## config.mk

```make
export PLATFORM = sky130hd
export DESIGN_NAME = radar_target_sector_filter_top
export DESIGN_NICKNAME = d
export VERILOG_FILES = /design/src/design/rtsf_pkg.sv /design/src/design/radar_target_sector_filter_top.sv
export SDC_FILE = /design/constraint.sdc
export NUM_CORES = 1
export LEC_CHECK = 0
export BUFFER_PORTS_ARGS = -buffer_cell sky130_fd_sc_hd__clkbuf_2
export CORE_ASPECT_RATIO = 0.8
export CORE_MARGIN = 8
export CORE_UTILIZATION = 55
export DETAILED_ROUTE_END_ITERATION = 12
export PLACE_DENSITY = 0.86
export SLEW_MARGIN = 10
export SYNTH_ARGS = -nofsm -noshare
export SYNTH_HDL_FRONTEND = slang
export SYNTH_SLANG_ARGS = --single-unit
```

## constraint.sdc

```tcl
create_clock -name aclk -period 6.09 [get_ports aclk]
set_input_delay 0 -clock aclk [delete_from_list [all_inputs] [get_ports aclk]]
set_output_delay 0 -clock aclk [all_outputs]
set_load 0.01 [all_outputs]
```

## src/design/rtsf_pkg.sv

```systemverilog
// Package for the radar target sector filter.
// Holds the parser and sequencer state types, link byte codes and sector geometry.
// No dependencies.
package rtsf_pkg;

    typedef enum logic [1:0] {
        PH_IDLE,
        PH_SKIP,
        PH_HDR2,
        PH_BODY
    } phase_t;

    typedef enum logic [1:0] {
        ST_IDLE,
        ST_ACCUM,
        ST_LOAD,
        ST_DIV
    } state_t;

    localparam logic       CFG_FRAMES = 1'b0;
    localparam logic       CFG_THRESH = 1'b1;

    localparam logic [7:0] BYTE_SKIP  = 8'h0B;
    localparam logic [7:0] BYTE_HDR1  = 8'h0C;
    localparam logic [7:0] BYTE_HDR2  = 8'h07;

    localparam logic [2:0] LAST_INDEX = 3'd7;
    localparam logic [2:0] DIST_HI_INDEX = 3'd2;
    localparam logic [2:0] DIST_LO_INDEX = 3'd3;
    localparam logic [2:0] ANGLE_INDEX   = 3'd4;

    localparam logic [15:0] SUM_INIT  = 16'hFFFF;
    localparam logic [15:0] MEAN_NONE = 16'hFFFF;
    localparam logic [7:0]  ANGLE_BIAS = 8'd90;

    localparam int          NUM_SECT  = 5;
    localparam logic [2:0]  SECT_LAST = 3'd4;
    localparam logic [2:0]  SECT_NONE = 3'd5;
    localparam int          SECT_LO   = -50;
    localparam int          SECT_SPAN = 20;

    localparam logic [7:0] FRAMES_RESET = 8'd10;
    localparam logic [7:0] THRESH_RESET = 8'd3;

    // Lowest sector whose closed interval holds the angle, SECT_NONE if none.
    function automatic logic [2:0] sector_of(input logic signed [7:0] ang);
        logic [2:0]        sect;
        logic signed [9:0] ang_x;
        logic signed [9:0] lo;
        logic signed [9:0] hi;
        sect  = SECT_NONE;
        ang_x = {{2{ang[7]}}, ang};
        for (int i = NUM_SECT - 1; i >= 0; i--) begin
            lo = 10'(SECT_LO + SECT_SPAN * i);
            hi = 10'(SECT_LO + SECT_SPAN * (i + 1));
            if (ang_x >= lo && ang_x <= hi) begin
                sect = 3'(i);
            end
        end
        return sect;
    endfunction

endpackage

```

## src/design/radar_target_sector_filter_top.sv

```systemverilog
// Radar target sector filter, top level.
// Parses the radar byte stream, bins targets into five angle sectors and
// averages distances per window with one shared restoring divider. Uses rtsf_pkg.
//
//  channel   | dir | handshake                    | payload
//  ----------+-----+------------------------------+-------------------------------------
//  s_axis    | in  | tvalid/tready                | tdata[7:0] = rx_byte
//  m_axis    | out | tvalid/tready                | tuser = window_done, tdata = means,
//            |     |                              |   hit_sector, hit_distance
//  cfg       | in  | cfg_we, no back-pressure     | cfg_addr selects register, cfg_wdata
//
// Sequencing: a byte that does not end a target frame is taken while idle. The last
// frame byte runs a count step; when it closes a window, the one divider then runs
// a load plus 16 quotient steps for each sector, and no byte is taken meanwhile.
// Reset (aresetn low, synchronous): parser idle, window counts zero, sums 0xFFFF,
// registers back to 10 and 3.
// Stalls: a held result blocks only a byte that would finish the next frame;
// other bytes keep flowing while m_axis waits.
module radar_target_sector_filter_top (
    input  logic         aclk,
    input  logic         aresetn,
    // input request
    input  logic         s_axis_tvalid,
    output logic         s_axis_tready,
    input  logic [7:0]   s_axis_tdata,   // [7:0] rx_byte
    // result request
    output logic         m_axis_tvalid,
    input  logic         m_axis_tready,
    output logic [103:0] m_axis_tdata,   // [15:0] mean_0, [31:16] mean_1, [47:32] mean_2,
                                         // [63:48] mean_3, [79:64] mean_4,
                                         // [82:80] hit_sector, [98:83] hit_distance,
                                         // [103:99] zero
    output logic         m_axis_tuser,   // [0] window_done
    // configuration writes
    input  logic         cfg_we,
    input  logic         cfg_addr,
    input  logic [7:0]   cfg_wdata
);

    // configuration
    logic [7:0] frames_cfg_reg;
    logic [7:0] thresh_cfg_reg;

    // parser
    rtsf_pkg::phase_t phase_reg;
    logic [2:0]       pay_idx_reg;
    logic [7:0]       pay_reg [3];

    // window accumulators
    logic [7:0]  win_frames_reg;
    logic [7:0]  hits_reg [rtsf_pkg::NUM_SECT];
    logic [15:0] sums_reg [rtsf_pkg::NUM_SECT];

    // sequencer and shared divider
    rtsf_pkg::state_t state_reg;
    rtsf_pkg::state_t state_next;
    logic [2:0]  sect_idx_reg;
    logic [3:0]  bit_cnt_reg;
    logic [7:0]  rem_reg;
    logic [15:0] quo_reg;
    logic [7:0]  div_reg;
    logic [7:0]  thresh_reg;

    // result registers
    logic        m_valid_reg;
    logic        done_reg;
    logic [2:0]  hit_sect_reg;
    logic [15:0] hit_dist_reg;
    logic [15:0] mean_reg [rtsf_pkg::NUM_SECT];

    // frame decode
    logic              in_fire;
    logic              frame_end;
    logic [15:0]       tgt_dist;
    logic signed [7:0] angle;
    logic [2:0]        sect;
    logic [7:0]        frames_inc;
    logic [7:0]        div_eff;
    logic              win_close;

    // divider step
    logic [8:0]  trial;
    logic        take;
    logic [7:0]  rem_next;
    logic [15:0] quo_next;
    logic        last_bit;
    logic        last_sect;

    assign in_fire   = s_axis_tvalid && s_axis_tready;
    assign frame_end = (phase_reg == rtsf_pkg::PH_BODY) && (pay_idx_reg == rtsf_pkg::LAST_INDEX);

    assign tgt_dist   = {pay_reg[0], pay_reg[1]};
    // 2*byte4 - 90, kept to 8 bits and read as signed
    assign angle      = signed'({pay_reg[2][6:0], 1'b0} - rtsf_pkg::ANGLE_BIAS);
    assign sect       = rtsf_pkg::sector_of(angle);
    assign frames_inc = win_frames_reg + 8'd1;
    assign div_eff    = (frames_cfg_reg == 8'd0) ? 8'd1 : frames_cfg_reg;
    assign win_close  = (frames_inc >= div_eff);

    // one restoring step: shift in the next dividend bit, subtract when it fits
    assign trial     = {rem_reg, quo_reg[15]};
    assign take      = (trial >= {1'b0, div_reg});
    assign rem_next  = take ? 8'(trial - {1'b0, div_reg}) : trial[7:0];
    assign quo_next  = {quo_reg[14:0], take};
    assign last_bit  = (bit_cnt_reg == 4'd15);
    assign last_sect = (sect_idx_reg == rtsf_pkg::SECT_LAST);

    // next state
    always_comb begin
        state_next = state_reg;
        case (state_reg)
            rtsf_pkg::ST_IDLE: begin
                if (in_fire && frame_end) begin
                    state_next = rtsf_pkg::ST_ACCUM;
                end
            end
            rtsf_pkg::ST_ACCUM: begin
                state_next = win_close ? rtsf_pkg::ST_LOAD : rtsf_pkg::ST_IDLE;
            end
            rtsf_pkg::ST_LOAD: begin
                state_next = rtsf_pkg::ST_DIV;
            end
            rtsf_pkg::ST_DIV: begin
                if (last_bit) begin
                    state_next = last_sect ? rtsf_pkg::ST_IDLE : rtsf_pkg::ST_LOAD;
                end
            end
            default: state_next = rtsf_pkg::ST_IDLE;
        endcase
    end

    // outputs: take bytes while idle, but hold a frame's last byte until the
    // previous result has left
    always_comb begin
        case (state_reg)
            rtsf_pkg::ST_IDLE: s_axis_tready = !(m_valid_reg && frame_end);
            default:           s_axis_tready = 1'b0;
        endcase
    end

    assign m_axis_tvalid = m_valid_reg;
    assign m_axis_tuser  = done_reg;
    assign m_axis_tdata  = {5'd0, hit_dist_reg, hit_sect_reg,
                            done_reg ? mean_reg[4] : 16'd0,
                            done_reg ? mean_reg[3] : 16'd0,
                            done_reg ? mean_reg[2] : 16'd0,
                            done_reg ? mean_reg[1] : 16'd0,
                            done_reg ? mean_reg[0] : 16'd0};

    // control registers
    always_ff @(posedge aclk) begin
        if (!aresetn) begin
            frames_cfg_reg <= rtsf_pkg::FRAMES_RESET;
            thresh_cfg_reg <= rtsf_pkg::THRESH_RESET;
            phase_reg      <= rtsf_pkg::PH_IDLE;
            pay_idx_reg    <= 3'd0;
            state_reg      <= rtsf_pkg::ST_IDLE;
            m_valid_reg    <= 1'b0;
            win_frames_reg <= 8'd0;
            for (int i = 0; i < rtsf_pkg::NUM_SECT; i++) begin
                hits_reg[i] <= 8'd0;
                sums_reg[i] <= rtsf_pkg::SUM_INIT;
            end
        end else begin
            state_reg <= state_next;

            if (cfg_we) begin
                case (cfg_addr)
                    rtsf_pkg::CFG_FRAMES: frames_cfg_reg <= cfg_wdata;
                    rtsf_pkg::CFG_THRESH: thresh_cfg_reg <= cfg_wdata;
                    default: ;
                endcase
            end

            // parse the byte stream
            if (in_fire) begin
                case (phase_reg)
                    rtsf_pkg::PH_IDLE: begin
                        if (s_axis_tdata == rtsf_pkg::BYTE_SKIP) begin
                            phase_reg <= rtsf_pkg::PH_SKIP;
                        end else if (s_axis_tdata == rtsf_pkg::BYTE_HDR1) begin
                            phase_reg <= rtsf_pkg::PH_HDR2;
                        end
                    end
                    rtsf_pkg::PH_SKIP: phase_reg <= rtsf_pkg::PH_IDLE;
                    rtsf_pkg::PH_HDR2: begin
                        pay_idx_reg <= 3'd0;
                        phase_reg   <= (s_axis_tdata == rtsf_pkg::BYTE_HDR2) ?
                                       rtsf_pkg::PH_BODY : rtsf_pkg::PH_IDLE;
                    end
                    default: begin
                        if (frame_end) begin
                            pay_idx_reg <= 3'd0;
                            phase_reg   <= rtsf_pkg::PH_IDLE;
                        end else begin
                            pay_idx_reg <= pay_idx_reg + 3'd1;
                        end
                    end
                endcase
            end

            // drop the result once taken
            if (m_valid_reg && m_axis_tready) begin
                m_valid_reg <= 1'b0;
            end

            // count the target into its sector
            if (state_reg == rtsf_pkg::ST_ACCUM) begin
                if (sect != rtsf_pkg::SECT_NONE) begin
                    hits_reg[sect] <= hits_reg[sect] + 8'd1;
                    sums_reg[sect] <= sums_reg[sect] + tgt_dist;
                end
                win_frames_reg <= frames_inc;
                if (!win_close) begin
                    m_valid_reg <= 1'b1;
                end
            end

            // after the last sector mean, clear the window and present the result
            if (state_reg == rtsf_pkg::ST_DIV && last_bit && last_sect) begin
                win_frames_reg <= 8'd0;
                for (int i = 0; i < rtsf_pkg::NUM_SECT; i++) begin
                    hits_reg[i] <= 8'd0;
                    sums_reg[i] <= rtsf_pkg::SUM_INIT;
                end
                m_valid_reg <= 1'b1;
            end
        end
    end

    // payload and datapath registers
    always_ff @(posedge aclk) begin
        if (in_fire && phase_reg == rtsf_pkg::PH_BODY) begin
            case (pay_idx_reg)
                rtsf_pkg::DIST_HI_INDEX: pay_reg[0] <= s_axis_tdata;
                rtsf_pkg::DIST_LO_INDEX: pay_reg[1] <= s_axis_tdata;
                rtsf_pkg::ANGLE_INDEX:   pay_reg[2] <= s_axis_tdata;
                default: ;
            endcase
        end

        case (state_reg)
            rtsf_pkg::ST_ACCUM: begin
                hit_sect_reg <= sect;
                hit_dist_reg <= tgt_dist;
                done_reg     <= win_close;
                div_reg      <= div_eff;
                thresh_reg   <= thresh_cfg_reg;
                sect_idx_reg <= 3'd0;
            end
            rtsf_pkg::ST_LOAD: begin
                rem_reg     <= 8'd0;
                quo_reg     <= sums_reg[sect_idx_reg];
                bit_cnt_reg <= 4'd0;
            end
            rtsf_pkg::ST_DIV: begin
                rem_reg     <= rem_next;
                quo_reg     <= quo_next;
                bit_cnt_reg <= bit_cnt_reg + 4'd1;
                if (last_bit) begin
                    mean_reg[sect_idx_reg] <= (hits_reg[sect_idx_reg] >= thresh_reg) ?
                                              quo_next : rtsf_pkg::MEAN_NONE;
                    sect_idx_reg <= sect_idx_reg + 3'd1;
                end
            end
            default: ;
        endcase
    end

    // the divider remainder always stays below the divisor
    assert property (@(posedge aclk) disable iff (!aresetn)
        state_reg == rtsf_pkg::ST_DIV |-> rem_reg < div_reg)
        else $error("divider remainder not below divisor");

    // a result appears only out of the count step or the last divider step
    assert property (@(posedge aclk) disable iff (!aresetn)
        $rose(m_valid_reg) |-> ($past(state_reg) == rtsf_pkg::ST_ACCUM ||
                                $past(state_reg) == rtsf_pkg::ST_DIV))
        else $error("result raised outside the sequencer");

    // a window-closing result leaves the window counter cleared
    assert property (@(posedge aclk) disable iff (!aresetn)
        m_valid_reg && done_reg |-> win_frames_reg == 8'd0)
        else $error("window not cleared after means were reported");

    // no frame completes while an earlier result still waits
    assert property (@(posedge aclk) disable iff (!aresetn)
        m_valid_reg |-> state_reg == rtsf_pkg::ST_IDLE)
        else $error("sequencer busy while a result is held");

    // sector index is a sector or the no-sector code
    assert property (@(posedge aclk) disable iff (!aresetn)
        m_valid_reg |-> hit_sect_reg <= rtsf_pkg::SECT_NONE)
        else $error("hit sector out of range");

endmodule

```

* Word-level counts from Yosys, hierarchy flattened
Memories as Yosys holds them, arrays and structs flattened. A register that Yosys moved wholly into a read port is not among the register bits.
Index checks and enable logic that the tools add are counted.
** Storage, ports and cells
- Bits in registers :: 99
- Memory bits (writable) :: 224
- Input port bits :: 22
- Output and inout port bits :: 107
- Word-level logic and storage cells :: 184
- Memories :: 4
** Operators by class
- Add/sub/neg operators :: 8
- Order comparisons :: 13
- Eq/ne operators :: 19
- Multiplexer cells :: 79
- Bitwise gates (word level) :: 13
- Reduce and logical (&&, ||, !) cells :: 32
** Memory list
- mean_reg :: depth 5, bits a word 16, rd ports 5, clocked after Yosys merged registers in 0, write ports 1, line radar_target_sector_filter_top.sv:69 : logic [15:0] mean_reg [rtsf_pkg::NUM_SECT];
- sums_reg :: depth 5, bits a word 16, rd ports 2, clocked after Yosys merged registers in 1, write ports 5, line radar_target_sector_filter_top.sv:52 : logic [15:0] sums_reg [rtsf_pkg::NUM_SECT];
- hits_reg :: depth 5, bits a word 8, rd ports 2, clocked after Yosys merged registers in 1, write ports 5, line radar_target_sector_filter_top.sv:51 : logic [7:0] hits_reg [rtsf_pkg::NUM_SECT];
- pay_reg :: depth 3, bits a word 8, rd ports 3, clocked after Yosys merged registers in 0, write ports 1, line radar_target_sector_filter_top.sv:47 : logic [7:0] pay_reg [3];
** Operator list (number)
- 16-bit two-way mux :: 12
- 8-bit two-way mux :: 10
- 16-bit one-hot mux with 2 select lines :: 1
- 1-bit two-way mux :: 30
- 3-bit two-way mux :: 10
- 8-bit OR reduction :: 3
- 2-bit two-way mux :: 10
- 16-bit adder :: 1
- 8-bit by 1-bit adder with 8-bit output, second input constant :: 2
- 8-bit by 4-bit equality test with 1-bit output, second input constant :: 2
- 8-bit by 5-bit greater-or-equal comparator with 1-bit output, second input constant :: 2
- 8-bit by 6-bit greater-or-equal comparator with 1-bit output, second input constant :: 2
- 8-bit greater-or-equal comparator :: 2
- 8-bit by 5-bit <= comparator with 1-bit output, second input constant :: 2
- 8-bit by 6-bit <= comparator with 1-bit output, second input constant :: 2
- 8-bit one-hot mux with 2 select lines :: 1
- 16-bit OR reduction :: 1
- 1-bit logical AND :: 13
- 3-bit one-hot mux with 2 select lines :: 2
- 1-bit OR :: 10
- 2-bit AND reduction :: 5
- 3-bit equality test, second input constant :: 3
- 9-bit by 8-bit greater-or-equal comparator with 1-bit output :: 1
- 2-bit equality test, second input constant :: 4
- 23 further kinds :: 33

* Depth between registers and ports, before layout
An unclocked memory read counts as a cell.
- Depth after elaboration :: 16
- Depth in mapped cells :: 25
- Mapped depth without buffers :: 22

* Worst setup path after synthesis
Ideal clock, no wire load.
- Path type :: flip-flop to flip-flop
- Start :: mem pay_reg[2][0] (netlist: pay_reg[0][16])
- End :: mem sums_reg[5][15], data pin
- Setup time :: 276 ps
- Data arrival time :: 5454 ps
- Data required time :: 5814 ps
- Slack :: 361 ps
- Stages on the path, launching flop included :: 25
- Path buffers :: 4
- Clock period less this slack :: 5729 ps
- Path through :: edfxtp_1 -> buf_2 -> inv_1 -> ha_1 -> buf_4 -> nor3b_2 -> o211ai_2 -> a211o_1 -> o31a_1 -> nand2_1 -> clkbuf_1 -> clkbuf_1 -> o221ai_1 -> a21oi_1 -> ha_1 -> a21o_1 -> a21oi_1 -> nor2b_1 -> o21a_1 -> o41a_1 -> a41o_1 -> o41a_1 -> a221o_1 -> xnor2_1 -> inv_1
** RTL lines (line)
- from (decl) :: radar_target_sector_filter_top.sv:47
- to (decl) :: radar_target_sector_filter_top.sv:52

==> results.ini <==
[timing]
whs_ns = 0.07316
worst_pin_slew_ns = 1.402
maxSlewHeadroom_pct = 6.200
skew_ns = 0.02945
period_share_pct = 96.91
fmax_ghz = 0.1694
period_needed_ns = 5.902
setup_viol_count_final = 0
maxSlewViolCount = 0
finalSetupTns_ns = 0
finalWorstSetupSlack_ns = 0.1885
finalHoldViolCount = 0

[final_layout]
layout-drive-gt1-share_pct = 20.60
insertedDiodeCount = 0
nets = 1761
largest_reg_flops = 128
area_growth_pct = 16.67
num-fill-cells = 2310

[placement]
gp_congestion = 0.9351
io_buffers = 123
post-place-ws_ns = -0.02772
dp_hpwl_mm = 32.74

[logic_synthesis]
ys_types = 93
syn_area_sq_um = 18850
synth_seq_cells = 397
netlist_top_cells_area = edfxtp_1 (58%), mux4_2 (5.7%), dfxtp_1 (3.7%)
synth_cells = 1442
yosys_warnings = 0
synth_edf_count = 362
ys.flop_type = edfxtp_1
syn_area_per_cell_sq_um = 13.07
synth_area_leader_cell = edfxtp_1
ys_seq_area_share_pct = 61.39
async_flop_share_pct = 0
yosys.area.top_type_share_pct = 57.67

[floorplan]
num_rows = 60
io_pins = 129
initial_core_util_pct = 55.92
die_area_sq_um = 40490
floorplan.core_area_sq_um = 33710
die_x_um = 223.0
die_y_um = 181.6

[setup_path]
reg2reg_slack_ns = 0.19
end_kind = register
rr_startpoint = pay_reg[0][16]
reg2reg_depth = 22
reg2reg_to = sums_reg[2][15]
cp-start-kind = register
critical_path_class = register to register
arrival_ns = 6.14
cp_max_fo = 16
cp.required_ns = 6.33

[cts]
clock_latency_ns = 0.56
cts_root_buffer = clkbuf_16
htreeDepth = 2
cts_made_buffers = 38
cts_tree = built
clock_path_buffers = 3
numClockSinks = 397
clk_pin_slew_worst_paths_ns = 0.07

[outcome]
status = finished clean

[route]
wl_mm = 47.83
drc = 0
routed_via_density = 6.040
wl_per_cell_um = 22.26
drt_iter0_markers = 1806
dr.pass1.iters = 7
ant_nets = 0
vias = 12970

[worst_hold_path]
min_to = thresh_cfg_reg[0]
hold_depth = 2
min_from = aresetn
worstHoldPathType = input port to register

[power_and_ir_drop]
ir_worst_vdd_uv = 205.7
cellPowerDensity_nw_per_um2 = 256.4
p_leak_uw = 0.008018

[run]
cap_viol_max_count = 0

[global_routing]
grt_usage_pct = 22.94
antenna_found_initial = 0
grt_max_degree = 82
grt_pass1_wl_mm = 73.05
gr-total-overflow = 0
grt_pass1_vias = 12710

[routing by layer]
metal	part of all wire [%]	GRT usage (%)	routed length, um
met1	39	30.59	18500
met2	44	34.39	21180
met3	13	7.456	6056
met4	4.3	9.311	2036
met5	0.12	1.115	58
[what timing repair did]
action / CTS / global route
setup endpoints to repair: 8 / 37
pin swaps: 0 / 2
hold buffers: 32 / 0
buffers inserted: 0 / 8
hold endpoints to repair: 42 / 0
gates resized for setup: 1 / 13
[cells in the mapped netlist (16+ instances only)]
cell type	number
edfxtp_1	362
nand2_1	146
nor2_1	129
and2_1	89
inv_1	65
ha_1	52
mux4_2	48
clkbuf_1	46
a21oi_1	44
dfxtp_1	35
o22ai_1	30
mux2i_1	25
nand3_1	22
xnor2_1	21
o21ai_0	19
xor2_1	18
a21o_1	17
nor4_1	17
or2_2	17
and3_1	16
nor3_1	16
[per-stage QoR]
step | std cells | area (sq um) | total power [uW] | utilization (%)
final | 2148 | 21990 | 5639 | 65.24
after global routing | 2148 | 21990 | 5777 | 65.24
after CTS | 2140 | 21850 | 5642 | 64.81
after detailed placement | 2039 | 20280 | 3290 | 60.17
after global placement | 2039 | 20280 | 3280 | 60.17
after floorplan | 1518 | 19130 | 3216 | -
[critical path, stage by stage, from the launching register on]
cell and delay, ns:
edfxtp_1 0.39, inv_1 0.18, ha_4 0.26, nand4b_1 0.22
a21o_1 0.26, buf_4 0.15, nand2_2 0.12, a311oi_4 0.28
buf_4 0.24, nor2_1 0.10, nand2_2 0.17, buf_4 0.23
nor2_1 0.07, nor4_2 0.41, ha_1 0.33, nor2b_1 0.15
o21a_1 0.20, o41a_1 0.38, a41o_1 0.29, o41a_1 0.35
a221o_1 0.38, xnor2_2 0.30, nand2_1 0.11
[layout make-up]
cell class	count	area, sq um	share of cell area [%]
Timing Repair Buffer	201	1281	5.826
Sequential cell	397	11570	52.63
Clock inverter	24	242.7	1.104
Clock buffer	45	997.2	4.535
Tap cell	434	543.0	2.469
Inverter	66	247.7	1.127
Multi-Input combinational cell	981	7106	32.31
[how the worst max path moves through the flow]
stage / startpoint / end / slack [ns] / cells after the start
floorplan: pay_reg[0][16] / sums_reg[5][15] / 0.36 / 24
global placement: pay_reg[0][16] / sums_reg[1][15] / 0.28 / 22
detailed placement: pay_reg[0][16] / sums_reg[7][15] / -0.03 / 20
CTS: pay_reg[0][16] / sums_reg[3][15] / 0.10 / 21
global route: pay_reg[0][16] / sums_reg[3][15] / -0.02 / 20
finish: pay_reg[0][16] / sums_reg[2][15] / 0.19 / 22
[kinds of logic after synthesis]
kind of cell / after synthesis / synth area share, %
simple gates: 521 / 13.98
flops: 397 / 61.39
compound gates: 206 / 8.337
buf+inv: 140 / 3.027
mux: 82 / 7.600
fa+ha+maj: 54 / 3.664
xor+xnor: 41 / 1.985
other cells: 1 / 0.01989
[cell usage in the layout (no fill, tap or decap), types with 19 or more instances in the layout]
| cell | n |
|---|---|
| o22ai_1 | 29 |
| nor2_1 | 128 |
| ha_1 | 51 |
| xnor2_1 | 20 |
| nand2_1 | 143 |
| mux4_2 | 48 |
| nand3_1 | 21 |
| clkbuf_16 | 38 |
| buf_4 | 46 |
| edfxtp_1 | 362 |
| and2_1 | 89 |
| clkbuf_2 | 123 |
| mux2i_1 | 25 |
| inv_1 | 65 |
| conb_1 | 77 |
| a21oi_1 | 43 |
| dfxtp_1 | 33 |
| dlygate4sd3_1 | 32 |
| o21ai_0 | 19 |
[power by group]
| part | switching (uW) | internal [uW] |
|---|---|---|
| registers | 29.8 | 3010 |
| logic | 136 | 80.2 |
| clock network | 1030 | 1350 |
| total | 1190 | 4450 |
No activity file was read; power rests on OpenSTA's default activity.
